## src/sv/sscs_pkg.sv

```systemverilog
// Shared types, codes and helpers of the shadow call stack sampler.
`timescale 1ns / 1ps

package sscs_pkg;

  localparam logic [1:0]  ACT_RETIRE = 2'd0;
  localparam logic [1:0]  ACT_START  = 2'd1;
  localparam logic [1:0]  ACT_STOP   = 2'd2;

  localparam logic [3:0]  STAT_RETIRED   = 4'd0;
  localparam logic [3:0]  STAT_SAMPLES   = 4'd1;
  localparam logic [3:0]  STAT_CALLS     = 4'd2;
  localparam logic [3:0]  STAT_RETURNS   = 4'd3;
  localparam logic [3:0]  STAT_UNDERFLOW = 4'd4;
  localparam logic [3:0]  STAT_RESETS    = 4'd5;
  localparam logic [3:0]  STAT_MAXDEPTH  = 4'd6;
  localparam logic [3:0]  STAT_PENDING   = 4'd7;
  localparam logic [3:0]  STAT_OVERFLOW  = 4'd8;

  localparam logic [0:0]  KIND_FRAME = 1'b0;
  localparam logic [0:0]  KIND_STAT  = 1'b1;

  localparam logic [31:0] PERIOD_RESET = 32'd1000;

  typedef struct packed {
    logic [1:0]  action;
    logic [63:0] inst_pc;
    logic        is_microop;
    logic        is_last_microop;
    logic        is_call;
    logic        is_return;
  } in_item_t;

  typedef struct packed {
    logic        kind;
    logic [47:0] sample_retired;
    logic [63:0] sample_pc;
    logic [5:0]  sample_depth;
    logic [5:0]  frame_index;
    logic [63:0] frame_addr;
    logic [3:0]  stat_id;
    logic [47:0] stat_value;
    logic        last;
  } out_item_t;

  typedef enum logic [2:0] {
    ST_IDLE,
    ST_FRAME_RD,
    ST_FRAME_OUT,
    ST_LEAF_OUT,
    ST_REPORT
  } state_t;

  typedef enum logic [1:0] {
    SEL_NONE,
    SEL_FRAME,
    SEL_LEAF,
    SEL_STAT
  } out_sel_t;

  typedef struct packed {
    logic     accept;
    logic     idx_clr;
    logic     frame_inc;
    logic     stat_inc;
    logic     rd_en;
    out_sel_t out_sel;
  } cmd_t;

  typedef struct packed {
    logic sample_hit;
    logic stop_hit;
    logic frame_done;
    logic stat_last;
    logic out_free;
  } sts_t;

  function automatic logic [31:0] sat_inc32(input logic [31:0] v);
    sat_inc32 = (v == 32'hFFFF_FFFF) ? v : v + 32'd1;
  endfunction

  function automatic logic [47:0] sat_inc48(input logic [47:0] v);
    sat_inc48 = (v == 48'hFFFF_FFFF_FFFF) ? v : v + 48'd1;
  endfunction

endpackage

```

## src/sv/sscs_dp.sv

```systemverilog
// Datapath: frame memory, stack pointer, statistics counters and output register.
`timescale 1ns / 1ps

module sscs_dp #(
  parameter int FRAME_SLOTS = 32
) (
  input  logic                clk,
  input  logic                rst_n,
  input  sscs_pkg::in_item_t  in_data,
  input  logic                cfg_we,
  input  logic [31:0]         cfg_data,
  input  sscs_pkg::cmd_t      cmd,
  output sscs_pkg::sts_t      sts,
  output logic                out_valid,
  input  logic                out_stall,
  output sscs_pkg::out_item_t out_data
);
  import sscs_pkg::*;

  localparam int IW = $clog2(FRAME_SLOTS + 1);
  localparam int AW = $clog2(FRAME_SLOTS);
  localparam logic [IW-1:0] DEPTH_C = IW'(FRAME_SLOTS);

  logic [63:0]   frame_mem [FRAME_SLOTS];
  logic [63:0]   rd_data_r;

  logic [31:0]   sample_period_r;
  logic [IW-1:0] stack_count_r;
  logic          call_pending_r;
  logic          running_r;
  logic [47:0]   retired_total_r;
  logic [31:0]   countdown_r;
  logic [31:0]   samples_r;
  logic [31:0]   calls_r;
  logic [31:0]   returns_r;
  logic [31:0]   underflows_r;
  logic [31:0]   resets_r;
  logic [IW-1:0] deepest_r;
  logic [31:0]   overflows_r;

  logic [IW-1:0] frame_idx_r;
  logic [3:0]    stat_idx_r;
  logic [IW-1:0] dump_count_r;
  logic [63:0]   sample_pc_r;

  logic          out_valid_r;
  out_item_t     out_data_r;
  out_item_t     out_nxt;

  logic          qualify;
  logic          push_ok;
  logic          root_push;
  logic          wr_en;
  logic          periodic;
  logic [IW-1:0] cnt1;
  logic [IW-1:0] cnt2;
  logic [IW-1:0] cnt3;
  logic [47:0]   retired_nxt;
  logic [47:0]   stat_val;

  // Work out what one retired item does to the stack.
  always_comb begin
    qualify   = (in_data.action == ACT_RETIRE) && running_r &&
                !(in_data.is_microop && !in_data.is_last_microop);
    push_ok   = call_pending_r && (stack_count_r != DEPTH_C);
    cnt1      = push_ok ? stack_count_r + IW'(1) : stack_count_r;
    root_push = (cnt1 == '0);
    cnt2      = root_push ? cnt1 + IW'(1) : cnt1;
    wr_en     = push_ok || root_push;
    cnt3      = (in_data.is_return && (cnt2 > IW'(1))) ? cnt2 - IW'(1) : cnt2;
    retired_nxt = sat_inc48(retired_total_r);
    periodic    = (countdown_r <= 32'd1);
  end

  always_comb begin
    sts.sample_hit = qualify && ((retired_nxt == 48'd1) || periodic);
    sts.stop_hit   = (in_data.action == ACT_STOP);
    sts.frame_done = (frame_idx_r == dump_count_r);
    sts.stat_last  = (stat_idx_r == STAT_OVERFLOW);
    sts.out_free   = !out_valid_r || !out_stall;
  end

  always_ff @(posedge clk) begin
    if (cmd.accept && qualify && wr_en) begin
      frame_mem[stack_count_r[AW-1:0]] <= in_data.inst_pc;
    end
    if (cmd.rd_en) begin
      rd_data_r <= frame_mem[frame_idx_r[AW-1:0]];
    end
  end

  always_ff @(posedge clk) begin
    if (!rst_n) begin
      sample_period_r <= PERIOD_RESET;
      stack_count_r   <= '0;
      call_pending_r  <= 1'b0;
      running_r       <= 1'b0;
      retired_total_r <= '0;
      countdown_r     <= '0;
      samples_r       <= '0;
      calls_r         <= '0;
      returns_r       <= '0;
      underflows_r    <= '0;
      resets_r        <= '0;
      deepest_r       <= '0;
      overflows_r     <= '0;
    end else begin
      if (cfg_we) begin
        sample_period_r <= cfg_data;
      end
      if (cmd.accept) begin
        case (in_data.action)
          ACT_START: begin
            stack_count_r   <= '0;
            call_pending_r  <= 1'b0;
            running_r       <= 1'b1;
            retired_total_r <= '0;
            countdown_r     <= sample_period_r;
            samples_r       <= '0;
            calls_r         <= '0;
            returns_r       <= '0;
            underflows_r    <= '0;
            resets_r        <= '0;
            deepest_r       <= '0;
            overflows_r     <= '0;
          end
          ACT_STOP: begin
            running_r <= 1'b0;
          end
          ACT_RETIRE: begin
            if (qualify) begin
              if (call_pending_r && !push_ok) begin
                overflows_r <= sat_inc32(overflows_r);
              end
              if (root_push) begin
                resets_r <= sat_inc32(resets_r);
              end
              if (cnt2 > deepest_r) begin
                deepest_r <= cnt2;
              end
              retired_total_r <= retired_nxt;
              countdown_r     <= periodic ? sample_period_r : countdown_r - 32'd1;
              if (sts.sample_hit) begin
                samples_r <= sat_inc32(samples_r);
              end
              if (in_data.is_return) begin
                returns_r <= sat_inc32(returns_r);
                if (cnt2 <= IW'(1)) begin
                  underflows_r <= sat_inc32(underflows_r);
                end
              end
              if (in_data.is_call) begin
                calls_r <= sat_inc32(calls_r);
              end
              call_pending_r <= in_data.is_call;
              stack_count_r  <= cnt3;
            end
          end
          default: begin
          end
        endcase
      end
    end
  end

  // Snapshot of the stack taken for a dump; the pop of this item does not touch it.
  always_ff @(posedge clk) begin
    if (cmd.accept && sts.sample_hit) begin
      dump_count_r <= cnt2;
      sample_pc_r  <= in_data.inst_pc;
    end
  end

  always_ff @(posedge clk) begin
    if (!rst_n) begin
      frame_idx_r <= '0;
      stat_idx_r  <= '0;
    end else begin
      if (cmd.idx_clr) begin
        frame_idx_r <= '0;
        stat_idx_r  <= '0;
      end else begin
        if (cmd.frame_inc) begin
          frame_idx_r <= frame_idx_r + IW'(1);
        end
        if (cmd.stat_inc) begin
          stat_idx_r <= stat_idx_r + 4'd1;
        end
      end
    end
  end

  always_comb begin
    case (stat_idx_r)
      STAT_RETIRED:   stat_val = retired_total_r;
      STAT_SAMPLES:   stat_val = 48'(samples_r);
      STAT_CALLS:     stat_val = 48'(calls_r);
      STAT_RETURNS:   stat_val = 48'(returns_r);
      STAT_UNDERFLOW: stat_val = 48'(underflows_r);
      STAT_RESETS:    stat_val = 48'(resets_r);
      STAT_MAXDEPTH:  stat_val = 48'(deepest_r);
      STAT_PENDING:   stat_val = 48'(call_pending_r);
      STAT_OVERFLOW:  stat_val = 48'(overflows_r);
      default:        stat_val = '0;
    endcase
  end

  always_comb begin
    out_nxt = '0;
    case (cmd.out_sel)
      SEL_FRAME: begin
        out_nxt.kind           = KIND_FRAME;
        out_nxt.sample_retired = retired_total_r;
        out_nxt.sample_pc      = sample_pc_r;
        out_nxt.sample_depth   = 6'(dump_count_r) + 6'd1;
        out_nxt.frame_index    = 6'(frame_idx_r);
        out_nxt.frame_addr     = rd_data_r;
      end
      SEL_LEAF: begin
        out_nxt.kind           = KIND_FRAME;
        out_nxt.sample_retired = retired_total_r;
        out_nxt.sample_pc      = sample_pc_r;
        out_nxt.sample_depth   = 6'(dump_count_r) + 6'd1;
        out_nxt.frame_index    = 6'(dump_count_r);
        out_nxt.frame_addr     = sample_pc_r;
        out_nxt.last           = 1'b1;
      end
      SEL_STAT: begin
        out_nxt.kind       = KIND_STAT;
        out_nxt.stat_id    = stat_idx_r;
        out_nxt.stat_value = stat_val;
        out_nxt.last       = (stat_idx_r == STAT_OVERFLOW);
      end
      default: begin
      end
    endcase
  end

  always_ff @(posedge clk) begin
    if (!rst_n) begin
      out_valid_r <= 1'b0;
    end else if (cmd.out_sel != SEL_NONE) begin
      out_valid_r <= 1'b1;
    end else if (!out_stall) begin
      out_valid_r <= 1'b0;
    end
  end

  always_ff @(posedge clk) begin
    if (cmd.out_sel != SEL_NONE) begin
      out_data_r <= out_nxt;
    end
  end

  assign out_valid = out_valid_r;
  assign out_data  = out_data_r;

endmodule

```

## src/sv/sscs_ctrl.sv

```systemverilog
// Controller: accepts items and sequences sample dumps and stop reports.
`timescale 1ns / 1ps

module sscs_ctrl (
  input  logic           clk,
  input  logic           rst_n,
  input  logic           in_valid,
  output logic           in_stall,
  input  sscs_pkg::sts_t sts,
  output sscs_pkg::cmd_t cmd
);
  import sscs_pkg::*;

  state_t state_r;
  state_t state_nxt;

  always_ff @(posedge clk) begin
    if (!rst_n) begin
      state_r <= ST_IDLE;
    end else begin
      state_r <= state_nxt;
    end
  end

  always_comb begin
    state_nxt = state_r;
    case (state_r)
      ST_IDLE: begin
        if (in_valid) begin
          if (sts.stop_hit) begin
            state_nxt = ST_REPORT;
          end else if (sts.sample_hit) begin
            state_nxt = ST_FRAME_RD;
          end
        end
      end
      ST_FRAME_RD: begin
        state_nxt = sts.frame_done ? ST_LEAF_OUT : ST_FRAME_OUT;
      end
      ST_FRAME_OUT: begin
        if (sts.out_free) begin
          state_nxt = ST_FRAME_RD;
        end
      end
      ST_LEAF_OUT: begin
        if (sts.out_free) begin
          state_nxt = ST_IDLE;
        end
      end
      ST_REPORT: begin
        if (sts.out_free && sts.stat_last) begin
          state_nxt = ST_IDLE;
        end
      end
      default: state_nxt = ST_IDLE;
    endcase
  end

  always_comb begin
    cmd      = '0;
    in_stall = 1'b1;
    case (state_r)
      ST_IDLE: begin
        in_stall    = 1'b0;
        cmd.accept  = in_valid;
        cmd.idx_clr = in_valid;
      end
      ST_FRAME_RD: begin
        cmd.rd_en = !sts.frame_done;
      end
      ST_FRAME_OUT: begin
        if (sts.out_free) begin
          cmd.out_sel   = SEL_FRAME;
          cmd.frame_inc = 1'b1;
        end
      end
      ST_LEAF_OUT: begin
        if (sts.out_free) begin
          cmd.out_sel = SEL_LEAF;
        end
      end
      ST_REPORT: begin
        if (sts.out_free) begin
          cmd.out_sel  = SEL_STAT;
          cmd.stat_inc = 1'b1;
        end
      end
      default: begin
      end
    endcase
  end

endmodule

```

## src/sv/shadow_call_stack_sampler.sv

```systemverilog
// Top level of the shadow call stack sampler.
//
// Input channel (in_valid / in_stall / in_data) carries retired-instruction
// events and start / stop actions. Output channel (out_valid / out_stall /
// out_data) carries sample frames and stop-report statistics. The user must
// write the sample period register (cfg_valid / cfg_ready / cfg_data) only
// while the block is idle, which it does not enforce; cfg_ready is always high.
//
// An item that produces no result is taken without a stall, and the next item
// can be taken in the following cycle. An item that triggers a sample of n
// stored frames holds in_stall while each frame is read through the frame
// memory read port and then loaded into the output register; the leaf follows.
// A stop item holds in_stall while the nine statistics leave. The first
// statistic of a stop enters the output register from the report state; the
// first frame of a sample from the frame-out state, behind the memory read.
//
// Reset (rst_n low, synchronous) stops the block, clears the stack and all
// counters and sets the period to 1000. While the receiver stalls, the output
// register holds its item and the sequencer waits; no result is dropped.
`timescale 1ns / 1ps

module shadow_call_stack_sampler #(
  parameter int FRAME_SLOTS = 32
) (
  input  logic                clk,
  input  logic                rst_n,
  input  logic                in_valid,
  output logic                in_stall,
  input  sscs_pkg::in_item_t  in_data,
  output logic                out_valid,
  input  logic                out_stall,
  output sscs_pkg::out_item_t out_data,
  input  logic                cfg_valid,
  output logic                cfg_ready,
  input  logic [31:0]         cfg_data
);
  import sscs_pkg::*;

  cmd_t cmd;
  sts_t sts;

  assign cfg_ready = 1'b1;

  sscs_ctrl u_ctrl (
    .clk      (clk),
    .rst_n    (rst_n),
    .in_valid (in_valid),
    .in_stall (in_stall),
    .sts      (sts),
    .cmd      (cmd)
  );

  sscs_dp #(
    .FRAME_SLOTS (FRAME_SLOTS)
  ) u_dp (
    .clk       (clk),
    .rst_n     (rst_n),
    .in_data   (in_data),
    .cfg_we    (cfg_valid && cfg_ready),
    .cfg_data  (cfg_data),
    .cmd       (cmd),
    .sts       (sts),
    .out_valid (out_valid),
    .out_stall (out_stall),
    .out_data  (out_data)
  );

endmodule
```

## config.mk

```make
export PLATFORM = sky130hd
export DESIGN_NAME = shadow_call_stack_sampler
export DESIGN_NICKNAME = d
export VERILOG_FILES = /design/src/sv/sscs_pkg.sv /design/src/sv/sscs_dp.sv /design/src/sv/sscs_ctrl.sv /design/src/sv/shadow_call_stack_sampler.sv
export SDC_FILE = /design/constraint.sdc
export NUM_CORES = 2
export LEC_CHECK = 0
export BUFFER_PORTS_ARGS = -buffer_cell sky130_fd_sc_hd__buf_2
export CAP_MARGIN = 40
export CORE_ASPECT_RATIO = 1.4
export CORE_MARGIN = 10
export CORE_UTILIZATION = 25
export CTS_CLUSTER_DIAMETER = 40
export DETAILED_ROUTE_END_ITERATION = 7
export GPL_TIMING_DRIVEN = 0
export PLACE_DENSITY = 0.47
export SYNTH_ARGS = -nofsm -noshare
export SYNTH_HDL_FRONTEND = slang
export SYNTH_SLANG_ARGS = --single-unit
```

## constraint.sdc

```tcl
create_clock -name clk -period 14.64 [get_ports clk]
set_clock_uncertainty 0.2 [all_clocks]
set_input_delay 2.196 -clock clk [delete_from_list [all_inputs] [get_ports clk]]
set_output_delay 2.196 -clock clk [all_outputs]
set_load 0.02 [all_outputs]
```

==> impl_metrics.tcl <==
set metrics [dict create \
    dr_total_vias 65457 \
    drc_errors 0 \
    core.rowCount 287 \
    path_delay_family "simple AND/OR/NAND/NOR gates" \
    ys_ff_latch 2756 \
    crit-reg2reg-launch "u_dp.retired_total_r[11]$_SDFFE_PN0P_" \
    antenna_found_initial 50 \
    cts_htree_levels 5 \
    relSlewSlack_pct 35.6 \
    path_class "reg -> reg" \
    setup_tns_ps 0 \
    setup-violations-final 0 \
    slowest_delay_ps 740 \
    async_flop_share_pct 0 \
    holdPathStages 2 \
    path_max_fanout 39 \
    nNetsFinal 7381 \
    drt_iter0_drc 6746 \
    end_kind "flop" \
    final-instance-count-excl-fill 13373 \
    syn_area_per_cell_um2 17.8 \
    layout-drive-gt1-share_pct 28.8 \
    die_area_um2 466000 \
    gp_congestion 0.955 \
    syn-num-nets 6292 \
    cts.sinks 2756 \
    rrSetupSlack_ps 7770 \
    fin_ws_ps 7770 \
    yosys.cell_count.top_type "edfxtp_1" \
    crit_chain "nand4_1 -> or4_1 -> buf_2 -> nor4_1 -> buf_2 -> clkbuf_1 -> or4_1 -> nand4_1 -> nor4_1 -> nand4_1 -> o21ai_4 -> and2_4 -> buf_16 -> buf_16" \
    cts_tree "yes" \
    period_share_pct 46.9 \
    ios 352 \
    worst_setup_path_start_kind "flop" \
    yosysTopAreaCell "edfxtp_1" \
    synth_commonest_cells "2424 x edfxtp_1, 640 x mux4_2, 385 x nor2_1" \
    fp.dieH_um 804 \
    multi_input_area_um2 28900 \
    critPathSlowestCell "dfxtp_1" \
    yosysWarnings 0 \
    hold_viol 0 \
    cts_root_buf "clkbuf_16" \
    cellPowerDensity_nw_per_um2 137 \
    wl_per_cell_um 30.2 \
    r2r-end "u_dp.sample_pc_r[27]$_DFFE_PP_" \
    ant_nets 0 \
    maxCapViolations 0 \
    ctsResizeCount 0 \
    syn_area_um2 110000 \
    core-area_um2 437000 \
    synth_ff_type "edfxtp_1" \
    post-route-min-period_ps 6870 \
    cp_common_cell "nand4_1" \
    grt_setup_unrepaired "false" \
    worstHoldEndpoint "u_dp.sample_period_r[7]$_SDFFE_PN1P_" \
    place_worst_setup_slack_ps 7760 \
    hp-start "u_dp.sample_period_r[7]$_SDFFE_PN1P_" \
    grt_pass1_wl_um 553000 \
    grt_pass1_vias 66864 \
    holdBufCountCts 0 \
    synth_edf_count 2424 \
    p_leak_nw 43.0 \
    clk_path_buf_depth 4 \
    required_ps 15040 \
    routed_wl_um 404000 \
    start_util_pct 25.1 \
    slew_violations 0 \
    dp_hpwl_um 296000 \
    hold_path.class "reg -> reg" \
    ir_drop_v 0.000101 \
    dp.cells 12628 \
    grt_overflow 0 \
    drtPass1Iterations 7 \
    arrival_ps 7260 \
    fp.dieW_um 580 \
    netlist.area_leader.share_pct 66.3 \
    ys_top_cells_by_area "edfxtp_1 66%, mux4_2 13%, dfxtp_1 6.1%" \
    path_clk_slew_ps 50 \
    fmax_mhz 146 \
    r2r_cells 14 \
    grt_start_max_net_pins 122 \
    fillers 42554 \
    synthDistinctLibCells 79 \
    post_cts_buffers 0 \
    clock_latency_ps 980 \
    cts_buffers 387 \
    worst_pin_slew_ps 956 \
    path_buf_inv 5 \
    syn_inst 6149 \
    p_total_mw 19.0 \
    status "finished, final reports clean" \
    track_usage_pct 16.7 \
    synth_seq_area_share_pct 72.4 \
    portBuffers 348 \
    area_growth_pct 26.2 \
    register_area_um2 79400 \
    vias_per_cell 4.89 \
]
[area by class of cell]
type / count / area share [%]
Antenna cell: 23 / 0.0416
Buffer: 371 / 1.06
Clock buffer: 424 / 7.19
Clock inverter: 297 / 2.45
Inverter: 65 / 0.182
Multi-Input combinational cell: 2957 / 20.9
Sequential cell: 2756 / 57.4
Tap cell: 5780 / 5.22
Timing Repair Buffer: 700 / 5.61
[kinds of logic (layout without fill, tap and decap cells)]
kind of cell / count (synthesis) / count (layout) / share of synthesized area (%)
buffers and inverters: 436 / 1857 / 1.52
adders and majority gates: 36 / 36 / 0.410
other: 1 / 24 / 0.00342
and+or+nand+nor: 1381 / 1381 / 6.35
muxes: 749 / 749 / 14.2
xor gates and xnor gates: 173 / 173 / 1.38
AOI/OAI and AO/OA: 617 / 617 / 3.74
DFF: 2756 / 2756 / 72.4
[report_power, final]
part	leakage [nW]	switching [mW]	internal (mW)
clock	6.37	3.83	5.73
sequential	24.6	0.0380	8.63
combinational	12.1	0.532	0.193
total	43.0	4.40	14.6
[worst min-delay path, cell delays in order (launching register included)]
cell	delay, ps
dfxtp_1	330
mux2i_1	70
nand2_1	60
[sequential cells by signal, summed over array words and instances (netlist names), 48 cells and up]
name                  flops
u_dp.frame_mem         2048
u_dp.out_data           242
u_dp.rd_data_r           64
u_dp.retired_total_r     48
u_dp.sample_pc_r         64
[routing by layer]
layer  global-route usage (%)  share of wire (%)  vias to the layer above
met5                        0             0.0067                        -
met4                     7.84                5.3                        4
met3                     3.52                7.1                      741
met2                     28.9                 50                     2895
met1                     19.8                 38                    34708
li1                         -                  -                    27109
[placed cells by master (no fill, tap or decap), types with 84 or more instances in the layout]
cell       instances
dfxtp_1          332
clkbuf_16        392
and2_1           139
xor2_1           108
nand3_1          118
edfxtp_1        2424
buf_8             84
buf_12           117
nand4_1           88
o21ai_0          106
nand2_1          257
a22oi_1          167
a21oi_1          131
clkbuf_1         294
nor2_1           353
buf_2            376
mux4_2           640
[metrics by stage]
stage          hold WS, ps  instance area (um2)  utilization [%]
2_1_floorplan          236               110000                -
3_3_place_gp           275               119000             27.2
3_5_place_dp           267               125000             28.6
4_1_cts                289               138000             31.7
5_1_grt                332               138000             31.7
6_report               291               138000             31.7
[worst max path at each step]
| stage | from | endpoint | slack (ps) | cells after the start |
|---|---|---|---|---|
| floorplan | out_stall | u_dp.out_data[0]$_DFFE_PP_ | 5920 | 5 |
| detailed placement | u_dp.retired_total_r[11]$_SDFFE_PN0P_ | u_dp.sample_pc_r[27]$_DFFE_PP_ | 7760 | 14 |
| CTS | u_dp.retired_total_r[11]$_SDFFE_PN0P_ | u_dp.sample_pc_r[27]$_DFFE_PP_ | 7750 | 14 |
| global route | u_dp.retired_total_r[0]$_SDFFE_PN0P_ | u_dp.sample_pc_r[27]$_DFFE_PP_ | 7700 | 16 |
| global placement | u_dp.frame_idx_r[1]$_SDFFE_PP0P_ | u_dp.rd_data_r[32]$_DFFE_PP_ | -2980 | 7 |
| finish | u_dp.retired_total_r[11]$_SDFFE_PN0P_ | u_dp.sample_pc_r[27]$_DFFE_PP_ | 7770 | 14 |
(Power assumes the default switching activity.)
